File: src/rtl/core/bdll_pkg.sv
`default_nettype none
// ----------------------------------------------------------------------------
// Bounded doubly linked list - shared definitions
// Field widths, operation and status codes, and the command and status
// bundles that pass between the controller and the datapath.
// ----------------------------------------------------------------------------
package bdll_pkg;

   localparam int CAPACITY_DEFAULT = 32;

   localparam int MODE_W   = 2;
   localparam int VALUE_W  = 32;
   localparam int POS_W    = 6;
   localparam int STATUS_W = 2;
   localparam int COUNT_W  = 6;

   typedef enum logic [MODE_W-1:0] {
      MODE_INS_HEAD = 2'd0,
      MODE_INS_TAIL = 2'd1,
      MODE_DELETE   = 2'd2,
      MODE_DUMP     = 2'd3
   } mode_type;

   typedef enum logic [STATUS_W-1:0] {
      STATUS_OK    = 2'd0,
      STATUS_FULL  = 2'd1,
      STATUS_RANGE = 2'd2
   } status_type;

   // Controller to datapath
   typedef struct packed {
      logic       accept;     // take a request
      logic       setup;      // start a walk at the head
      logic       pop;        // read the free stack, drop its top
      logic       link;       // write value and links of the new node
      logic       ins_fin;    // link the neighbour, move head or tail
      logic       seek;       // read next link of the current node
      logic       walk;       // advance to the next node
      logic       del_read;   // read value and both links of the victim
      logic       del_fin;    // unlink the victim, push it back as free
      logic       dump_read;  // read value and next link at the head
      logic       dump_step;  // advance the dump to the next node
      logic       emit;       // load the response register
      logic       emit_data;  // response carries a list value
      logic       emit_dump;  // last flag follows the end of the list
      status_type emit_status;
   } cmd_type;

   // Datapath to controller
   typedef struct packed {
      logic     req_valid;
      mode_type mode;
      logic     full;
      logic     list_empty;
      logic     pos_bad;
      logic     pos_first;
      logic     walk_last;
      logic     dump_last;
      logic     out_free;
   } sts_type;

endpackage
`default_nettype wire

File: src/rtl/core/bdll_ctrl.sv
`default_nettype none
// ----------------------------------------------------------------------------
// Bounded doubly linked list - controller
// Sequences each request through the datapath, one node access a cycle unless the response channel stalls.
// ----------------------------------------------------------------------------
module bdll_ctrl import bdll_pkg::*; (
   input  wire logic    clock,
   input  wire logic    reset,
   input  wire sts_type sts,
   output cmd_type      cmd
);

   typedef enum logic [10:0] {
      ST_IDLE      = 11'b00000000001,
      ST_DECODE    = 11'b00000000010,
      ST_INS_POP   = 11'b00000000100,
      ST_INS_LINK  = 11'b00000001000,
      ST_INS_FIN   = 11'b00000010000,
      ST_DEL_SEEK  = 11'b00000100000,
      ST_DEL_WALK  = 11'b00001000000,
      ST_DEL_READ  = 11'b00010000000,
      ST_DEL_FIN   = 11'b00100000000,
      ST_DUMP_READ = 11'b01000000000,
      ST_DUMP_EMIT = 11'b10000000000
   } state_type;

   state_type state_ff, state_in;

   always_comb begin
      cmd      = '0;
      cmd.emit_status = STATUS_OK;
      state_in = state_ff;
      case (state_ff)
         ST_IDLE: begin
            // hold off requests while reset is applied
            cmd.accept = !reset;
            if (sts.req_valid) begin
               state_in = ST_DECODE;
            end
         end
         ST_DECODE: begin
            cmd.setup = 1'b1;
            case (sts.mode)
               MODE_INS_HEAD, MODE_INS_TAIL: begin
                  if (!sts.full) begin
                     state_in = ST_INS_POP;
                  end else if (sts.out_free) begin
                     cmd.emit        = 1'b1;
                     cmd.emit_status = STATUS_FULL;
                     state_in        = ST_IDLE;
                  end
               end
               MODE_DELETE: begin
                  if (!sts.pos_bad) begin
                     state_in = sts.pos_first ? ST_DEL_READ : ST_DEL_SEEK;
                  end else if (sts.out_free) begin
                     cmd.emit        = 1'b1;
                     cmd.emit_status = STATUS_RANGE;
                     state_in        = ST_IDLE;
                  end
               end
               MODE_DUMP: begin
                  if (!sts.list_empty) begin
                     state_in = ST_DUMP_READ;
                  end else if (sts.out_free) begin
                     cmd.emit = 1'b1;
                     state_in = ST_IDLE;
                  end
               end
               default: state_in = ST_IDLE;
            endcase
         end
         ST_INS_POP: begin
            cmd.pop  = 1'b1;
            state_in = ST_INS_LINK;
         end
         ST_INS_LINK: begin
            cmd.link = 1'b1;
            state_in = ST_INS_FIN;
         end
         ST_INS_FIN: begin
            if (sts.out_free) begin
               cmd.ins_fin = 1'b1;
               cmd.emit    = 1'b1;
               state_in    = ST_IDLE;
            end
         end
         ST_DEL_SEEK: begin
            cmd.seek = 1'b1;
            state_in = ST_DEL_WALK;
         end
         ST_DEL_WALK: begin
            cmd.walk = 1'b1;
            if (sts.walk_last) begin
               state_in = ST_DEL_READ;
            end
         end
         ST_DEL_READ: begin
            cmd.del_read = 1'b1;
            state_in     = ST_DEL_FIN;
         end
         ST_DEL_FIN: begin
            if (sts.out_free) begin
               cmd.del_fin   = 1'b1;
               cmd.emit      = 1'b1;
               cmd.emit_data = 1'b1;
               state_in      = ST_IDLE;
            end
         end
         ST_DUMP_READ: begin
            cmd.dump_read = 1'b1;
            state_in      = ST_DUMP_EMIT;
         end
         ST_DUMP_EMIT: begin
            if (sts.out_free) begin
               cmd.emit      = 1'b1;
               cmd.emit_data = 1'b1;
               cmd.emit_dump = 1'b1;
               if (sts.dump_last) begin
                  state_in = ST_IDLE;
               end else begin
                  cmd.dump_step = 1'b1;
               end
            end
         end
         default: state_in = ST_IDLE;
      endcase
   end

   always_ff @(posedge clock) begin
      if (reset) begin
         state_ff <= ST_IDLE;
      end else begin
         state_ff <= state_in;
      end
   end

endmodule
`default_nettype wire

File: config.mk
export PLATFORM = sky130hd
export DESIGN_NAME = bdll_ctrl
export DESIGN_NICKNAME = d
export VERILOG_FILES = /design/src/rtl/core/bdll_pkg.sv /design/src/rtl/core/bdll_ctrl.sv
export SDC_FILE = /design/constraint.sdc
export NUM_CORES = 1
export LEC_CHECK = 0
export ABC_AREA = 1
export CORE_MARGIN = 3
export CORE_UTILIZATION = 55
export CTS_BUF_LIST = sky130_fd_sc_hd__clkbuf_2
export CTS_CLUSTER_SIZE = 40
export DETAILED_ROUTE_END_ITERATION = 8
export DONT_BUFFER_PORTS = 1
export PLACE_DENSITY = 0.7
export SLEW_MARGIN = 0
export SYNTH_ARGS = -nofsm -noshare
export SYNTH_HDL_FRONTEND = slang
export SYNTH_SLANG_ARGS = --single-unit
File: constraint.sdc
create_clock -name clock -period 2.2 [get_ports clock]
set_clock_uncertainty 0.15 [all_clocks]
set_input_delay 0.22 -clock clock [delete_from_list [all_inputs] [get_ports clock]]
set_output_delay 0.22 -clock clock [all_outputs]
set_load 0.1 [all_outputs]
# Yosys cells after proc, flatten, opt, wreduce, memory -nomap -nowiden
# Cells that the tools add are included.
# classes
n_eq_ne,18
n_reduce_logical,5
n_mux,39
# ops
op,count
$pmux 11 s10,1
$mux 11,8
$pmux 11 s3,1
$mux 1,19
$eq 11x1->1 const B,1
$eq 11x10->1 const B,1
$eq 11x11->1 const B,1
$eq 11x2->1 const B,1
$eq 11x3->1 const B,1
$eq 11x4->1 const B,1
$eq 11x5->1 const B,1
$eq 11x6->1 const B,1
$eq 11x7->1 const B,1
$eq 11x8->1 const B,1
$eq 11x9->1 const B,1
$mux 2,4
$mux 8,1
$ne 2x2->1 const B,4
$eq 2x2->1 const B,2
$mux 4,1
$pmux 1 s4,1
$pmux 2 s2,1
$reduce_and 4->1,1
$reduce_or 2->1,2
other kinds (5),5
# totals
elab_cells,63
ff_bits,11

# Logic depth before layout (Yosys ltp)
# Gate-level depths: netlist (run 1).
# logic_depth
depth_word,4
depth_mapped,11

# Worst setup path after synthesis (run 1)
# No wires, ideal clock.
# synth_timing
kind,register to output
from,reg state_ff[4]
to,out cmd[4] (netlist bit)
path_stages_with_launch,8
t_required_ns,1.830
arrival_ns,3.182
slack_ns,-1.352
n_path_buf,0
path_cell_list,dfxtp_1 > nor2_4 > nand2_4 > nor2_8 > nand2_1 > a21oi_1 > nor2_1 > nand3b_1
# synth_lines
element,line,rtl
from (decl),bdll_ctrl.sv:27,"state_type state_ff, state_in;"
from (signal assigned),bdll_ctrl.sv:134,state_ff <= state_in;
to (decl),bdll_ctrl.sv:10,output cmd_type cmd

==> results.cfg, run 1 <==
[status]
outcome = finished clean

[global_routing]
grt_pass1_wl_um = 3900
gr-total-overflow = 0
grt_max_degree = 12
grt_util_all_layers_pct = 25.9
grt_pass1_vias = 909
antenna_found_initial = 0

[clock_tree]
clkLatencyLatePin_ns = 0.27
root_buffer = clkbuf_2
cts_buffer_depth = 2
numCtsBuffers = 3
clock-sinks = 11
h-tree-depth = 1
cts_tree = done
clk_pin_slew_ns = 0.12

[route]
vias_per_cell = 5.48
wire_per_inst_um = 13.3
firstDrtPassIters = 4
ant_nets = 0
via_count = 1024
drc = 0
drt-total-wl_um = 2480
drt_iter0_drc = 56

[setup_path]
path_cells = nor2_2 -> nand2_4 -> nor2_4 -> nand2_2 -> nor2_2 -> inv_2 -> nor2_4 -> nand3b_1 -> buf_12
slowest_stage = dfxtp_1
crit_family = simple AND/OR/NAND/NOR gates
start_kind = flip-flop
crit_path_max_incr_delay_ns = 0.35
timing.critical_path.buf_inv = 2
crit_path_end_kind = output port
crit_fanout = 5
arrival_ns = 1.73
required_ns = 1.83
critPathKind = flip-flop to output port

[logic_synthesis]
synth_area_um2 = 881
yosysUniqueCellTypes = 24
postSynthAreaPerCell_um2 = 5.99
yosys_register_bits = 11
ys_seq_area_share_pct = 25.0
yosys_warnings = 0
yosys.area.top_type = dfxtp_1
synth_cells = 147
synth_area_leaders = dfxtp_1 (25%), nand2_1 (14%), inv_1 (9.4%)
syn_nets = 159
synth_top_area_share_pct = 25.0

[sta]
maxSlewViolCount = 0
period_needed_ns = 2.10
rsz0062_at_grt = no
tightestPinTransition_ns = 0.581
holdWs_ns = 0.0184
setup_viol = 0
setup_tns_ns = 0
max_freq_mhz = 476
hold_violations = 0
timing.final.crit_share_pct = 95.4
maxSlewHeadroom_pct = 61.2

[pwr]
peakVddDrop_uv = 830
p_leak_nw = 0.608
powerDensity_mw_per_mm2 = 679

[floorplan]
rows = 13
die_area_mm2 = 0.00212
core_area_mm2 = 0.00140
die_h_um = 46.0
die_w_um = 46.0
io_pins = 28
start_util_pct = 63.0

[placement]
port_buffers = 0
gp_congestion = 0.898
place_area_mm2 = 0.00108
placed_cells = 176
hpwlAfterDp_um = 1840

[min_path]
hp-class = input port to flip-flop

[cells_and_area]
final_area_mm2 = 0.00117
area_delta_synth_final_pct = 32.7
fin_util_pct = 83.5
layout_common_cells = nand2_1 (33), inv_1 (22), nor2_1 (17), buf_4 (17), dfxtp_1 (10)
fin_cells = 187
largest_reg_flops = 11
layout_commonest_cell = nand2_1
num_antenna_cells = 0
top_regs = state_ff (11)
nets = 185
drive_gt1_share_pct = 32.6
largest-register = state_ff

[flow_run]
maxCapViolations = 0
metrics by stage:
stage	total power, mW	worst slack [ns]
2_1_floorplan	0.581	-0.434
3_3_place_gp	0.640	0.402
3_5_place_dp	0.648	0.374
4_1_cts	0.781	0.0448
5_1_grt	0.841	0.00633
6_report	0.794	0.101
where the power goes:
group | internal (mW) | leakage (nW) | total (mW) | switching, mW
sequential | 0.218 | 0.0896 | 0.234 | 0.0155
clock | 0.0482 | 0.0166 | 0.122 | 0.0733
combinational | 0.121 | 0.501 | 0.439 | 0.318
path summary, 6_finish.rpt:
| path | start | to | slack, ns | depth (start not counted) |
|---|---|---|---|---|
| hold reg to reg | state_ff[8]$_SDFFE_PP0P_ | state_ff[8]$_SDFFE_PP0P_ | 0.34 | 2 |
| setup reg to reg | state_ff[10]$_SDFFE_PP0P_ | state_ff[0]$_SDFFE_PP1P_ | 0.43 | 12 |
| hold / removal | sts[2] | state_ff[6]$_SDFFE_PP0P_ | 0.02 | 2 |
| setup / recovery | state_ff[6]$_SDFFE_PP0P_ | cmd[4] | 0.10 | 9 |
area by class of cell:
type / count / area, um^2
timing repair buffer: 23 / 198
sequential: 11 / 221
fill: 95 / 230
tap: 15 / 18.8
multi-input combinational: 107 / 609
inverter: 27 / 101
clock buffer: 4 / 20.0
synthesized netlist by cell type:
| library cell | n |
|---|---|
| a211oi_1 | 1 |
| a21oi_1 | 5 |
| buf_2 | 1 |
| clkbuf_1 | 1 |
| clkinv_1 | 1 |
| dfxtp_1 | 11 |
| inv_1 | 22 |
| inv_2 | 4 |
| nand2_1 | 34 |
| nand2_2 | 7 |
| nand2_4 | 2 |
| nand3_1 | 9 |
| nand3_2 | 1 |
| nand3b_1 | 2 |
| nand4_1 | 1 |
| nor2_1 | 22 |
| nor2_2 | 5 |
| nor2_4 | 3 |
| nor2_8 | 1 |
| nor3_1 | 8 |
| o21a_1 | 1 |
| o21ai_0 | 3 |
| o21ai_2 | 1 |
| o32ai_1 | 1 |
what timing repair did:
action	CTS	global route
endpoints found under the hold margin	11	0
endpoints found under the setup margin	0	3
gates resized for setup	0	3
buffers inserted	0	2
hold buffers	5	0
worst reg2reg max path: cells and delay by family, from the launching register on:
kind / cells / cell delay (ns)
DFF: 1 / 0.41
buffers and inverters: 2 / 0.26
and+or+nand+nor: 10 / 0.89
routing by layer:
layer  vias to the layer above  share of wire [%]  GRT usage (%)
met5                         -                  0              0
met4                         0                1.4           3.98
met3                         8                8.0           7.51
met2                        55                 49           45.1
met1                       454                 41           31.7
li1                        507                  -              -
logic make-up (layout without fill, tap and decap cells):
family / Yosys count / after routing / share of synthesized area (%)
AO/OA/AOI/OAI: 12 / 12 / 8.24
AND/OR/NAND/NOR: 95 / 95 / 54.3
flip-flops: 11 / 11 / 25.0
buffers and inverters: 29 / 54 / 12.5
(Power assumes the default switching activity.)
==> run 2: changes to the inputs <==
RECOVER_POWER = 50   (was default)
SKIP_CTS_REPAIR_TIMING = 1   (was default)
==> results.cfg, run 2 (synthesis results as in run 1) <==
[sta]
setup_viol = 0
layout_setup_ws_ns = 0.126
period_needed_ns = 2.07
max_freq_mhz = 482
rsz0062_at_grt = no
maxSlewViolCount = 0
hold_violations = 0
timing.final.crit_share_pct = 94.3
maxSlewHeadroom_pct = 60.5
tightestPinTransition_ns = 0.592

[floorplan]
die_w_um = 46.0
rows = 13
core_area_mm2 = 0.00140
die_area_mm2 = 0.00212
die_h_um = 46.0
start_util_pct = 63.0
io_pins = 28

[placement]
place_area_mm2 = 0.00108
hpwlAfterDp_um = 1840
port_buffers = 0
dp_slack_ns = 0.374
placed_cells = 176
gp_congestion = 0.898

[setup_path]
start_kind = flip-flop
arrival_ns = 1.70
crit_path_end_kind = output port
r2r_slack_ns = 0.48
crit_fanout = 5
timing.rr.start = state_ff[1]$_SDFFE_PP0P_
rr_endpoint = state_ff[1]$_SDFFE_PP0P_
critPathKind = flip-flop to output port
ff2ff_path_depth = 11
required_ns = 1.83

[min_path]
hold-path-endpoint = state_ff[6]$_SDFFE_PP0P_
worstHoldPathCells = 2
hp-class = input port to flip-flop
holdCritStartpoint = sts[2]

[global_routing]
use_met3_pct = 7.11
grt_util_all_layers_pct = 24.5
grt_use_met1_pct = 31.0
met2_usage_pct = 40.7
grt_busiest_layer = met2
grt_pass1_wl_um = 3720
grt_max_degree = 12
gr-total-overflow = 0
antenna_found_initial = 0
grt_pass1_vias = 892

[clock_tree]
root_buffer = clkbuf_2
clkLatencyLatePin_ns = 0.27
h-tree-depth = 1
clock-sinks = 11
numCtsBuffers = 3
cts_buffer_depth = 2
cts_tree = done
clk_pin_slew_ns = 0.12

[cells_and_area]
num_antenna_cells = 0
drive_gt1_share_pct = 29.2
layout_commonest_cell = nand2_1
layout_common_cells = nand2_1 (36), inv_1 (23), nor2_1 (18)
fin_util_pct = 82.6
fillCellCount = 102
final_area_mm2 = 0.00116
largest_reg_flops = 11
fin_cells = 186
area_delta_synth_final_pct = 31.3
largest-register = state_ff
top_regs = state_ff (11)
nets = 184

[route]
drc = 0
wire_per_inst_um = 13.8
drt-total-wl_um = 2580
ant_nets = 0
drt_iter0_drc = 37
vias_per_cell = 5.39
via_count = 1002
firstDrtPassIters = 5

[status]
outcome = finished clean

[pwr]
seqPwrFrac_pct = 29.4
power_switching_share_pct = 51.6
finalPower_mw = 0.797
intPower_mw = 0.386
power_frac_comb_pct = 55.3
powerDensity_mw_per_mm2 = 690
p_clk_share_pct = 15.3
p_leak_nw = 0.607
peakVddDrop_uv = 920
switchingPower_mw = 0.412

[flow_run]
maxCapViolations = 0
==> run 2: cell count changes in the layout (fill, tap and decap cells not counted), sizes merged <==
| cell | delta |
|---|---|
| buf | -2 |
| clkbuf | +1 |
==> run 2: worst max path at each step <==
stage / start / endpoint / slack, ns
finish: state_ff[6]$_SDFFE_PP0P_ / cmd[4] / 0.13
global route: state_ff[2]$_SDFFE_PP0P_ / cmd[4] / 0.01
CTS: state_ff[10]$_SDFFE_PP0P_ / cmd[4] / 0.04
detailed placement: state_ff[4]$_SDFFE_PP0P_ / cmd[4] / 0.37
global placement: state_ff[1]$_SDFFE_PP0P_ / cmd[4] / 0.40
floorplan: state_ff[4]$_SDFFE_PP0P_ / cmd[4] / -0.43
==> run 2: area by class of cell <==
class | count | area [um^2] | share of cell area (%)
clock buffers | 4 | 20.0 | 1.73
well taps | 15 | 18.8 | 1.62
flip-flops and latches | 11 | 221 | 19.2
repair buffers | 22 | 185 | 16.0
inverters | 27 | 101 | 8.77
multi-input cells | 107 | 609 | 52.7
==> run 2: through the flow <==
stage,hold slack [ns],TNS [ns]
floorplan,0.174,-1.01
global placement,0.139,0
detailed placement,0.143,0
CTS,-0.166,0
global route,0.0334,0
finish,0.0450,0
==> run 2: power by group through the flow <==
stage          registers [mW]  logic, mW  clock network (mW)
2_1_floorplan           0.235      0.346                   0
3_3_place_gp            0.236      0.403                   0
3_5_place_dp            0.238      0.410                   0
4_1_cts                 0.233      0.413               0.126
5_1_grt                 0.237      0.470               0.135
6_report                0.234      0.441               0.122
==> run 2: routing by layer <==
layer | vias to the layer above | part of all wire (%) | wire length [um]
met1 | 434 | 42 | 1070
met2 | 57 | 49 | 1270
met5 | - | 0 | 0
met4 | 0 | 1.7 | 43
met3 | 6 | 7.7 | 197
li1 | 505 | - | -
==> run 2: worst max-delay path, cell delays in order (launching register included) <==
cell and delay (ns):
dfxtp_1 0.35, nor2_2 0.15, nand2_4 0.09, nor2_4 0.17, nand2_4 0.09, nor2_4 0.10, inv_2 0.07, nor2_4 0.08
nand3b_1 0.15, buf_12 0.19
==> run 3: changes to the inputs <==
==> constraint.sdc (replaced) <==
create_clock -name clock -period 2.2 [get_ports clock]
set_clock_uncertainty 0.15 [all_clocks]
set_input_delay 0.44 -clock clock [delete_from_list [all_inputs] [get_ports clock]]
set_output_delay 0.44 -clock clock [all_outputs]
set_load 0.1 [all_outputs]
==> results.cfg, run 3 (synthesis results as in run 1) <==
[status]
outcome = complete, but fails checks
violations = setup timing

[sta]
setup_viol = 7
tightestPinTransition_ns = 0.368
max_freq_mhz = 412
maxSlewViolCount = 0
layout_setup_ws_ns = -0.229
maxSlewHeadroom_pct = 75.5
rsz0062_at_grt = yes
timing.final.crit_share_pct = 110
hold_violations = 0
setup_tns_ns = -0.592
period_needed_ns = 2.43

[route]
firstDrtPassIters = 5
via_count = 1156
drc = 0
drt-total-wl_um = 3390
wire_per_inst_um = 18.2
drt_iter0_drc = 100
ant_nets = 0
vias_per_cell = 6.22

[global_routing]
grt_util_all_layers_pct = 26.7
antenna_found_initial = 0
grt_pass1_vias = 940
grt_max_degree = 12
grt_pass1_wl_um = 4020
gr-total-overflow = 0

[setup_path]
start_kind = flip-flop
critPathKind = flip-flop to output port
required_ns = 1.61
arrival_ns = 1.84
crit_fanout = 5
crit_path_end_kind = output port
r2r_slack_ns = 0.46

[clock_tree]
numCtsBuffers = 3
clock-sinks = 11
cts_buffer_depth = 2
clkLatencyLatePin_ns = 0.28
root_buffer = clkbuf_2
h-tree-depth = 1
cts_tree = done
clk_pin_slew_ns = 0.11

[cells_and_area]
multi_input_area_um2 = 644
largest_reg_flops = 11
top_regs = state_ff (11)
final_area_mm2 = 0.00129
fin_util_pct = 92.4
area_delta_synth_final_pct = 46.7
nets = 184
largest-register = state_ff
num_antenna_cells = 0
drive_gt1_share_pct = 38.0
layout_commonest_cell = nand2_1
layout_common_cells = nand2_1 (33), inv_1 (22), nor2_1 (15)
fillCellCount = 62
fin_cells = 186
seq_area_um2 = 228

[pwr]
powerDensity_mw_per_mm2 = 664
peakVddDrop_uv = 999
p_leak_nw = 0.652

[placement]
placed_cells = 178
dp_slack_ns = 0.107
place_area_mm2 = 0.00116
gp_congestion = 0.872
hpwlAfterDp_um = 2060
port_buffers = 0

[flow_run]
maxCapViolations = 0

[floorplan]
die_area_mm2 = 0.00212
die_h_um = 46.0
rows = 13
core_area_mm2 = 0.00140
die_w_um = 46.0
start_util_pct = 63.0
io_pins = 28

[min_path]
hp-class = input port to flip-flop
==> run 3: layout make-up <==
cell class,instances,area share [%]
inverters,27,7.84
flip-flops and latches,11,17.6
well taps,15,1.45
repair buffers,22,21.7
clock buffers,4,1.55
multi-input cells,107,49.9
==> run 3: report_power, final <==
part,internal [mW],leakage (nW),switching (mW)
clock network,0.0482,0.0166,0.0759
logic,0.156,0.544,0.343
registers,0.217,0.0914,0.0172
total,0.421,0.652,0.436
==> run 3: metal layers <==
layer,global-route usage (%),part of all wire [%]
met4,4.55,7.0
met3,7.11,11
met1,31.0,35
met5,0,0
met2,48.6,47
==> run 3: through the flow <==
stage / hold slack (ns) / total power [mW]
final: 0.0566 / 0.858
after CTS: 0.0674 / 0.781
after global routing: 0.0364 / 0.895
after floorplan: 0.307 / 0.583
after detailed placement: 0.322 / 0.664
after global placement: 0.309 / 0.654
==> run 3: worst paths after layout <==
| check | startpoint | end | cells after the start |
|---|---|---|---|
| worst max-delay path | state_ff[4]$_SDFFE_PP0P_ | cmd[4] | 9 |
| worst min register to register | state_ff[8]$_SDFFE_PP0P_ | state_ff[8]$_SDFFE_PP0P_ | 2 |
| worst min-delay path | reset | state_ff[4]$_SDFFE_PP0P_ | 1 |
| worst max register to register | state_ff[4]$_SDFFE_PP0P_ | state_ff[7]$_SDFFE_PP0P_ | 9 |
==> run 3: worst max-delay path, stage by stage, from the launching register on <==
cell	delay, ns
dfxtp_4	0.38
nor2_4	0.11
nand2_4	0.10
nor2_4	0.22
nand2_4	0.11
nor2_4	0.11
inv_2	0.07
nor2_4	0.09
nand3b_1	0.17
buf_12	0.19
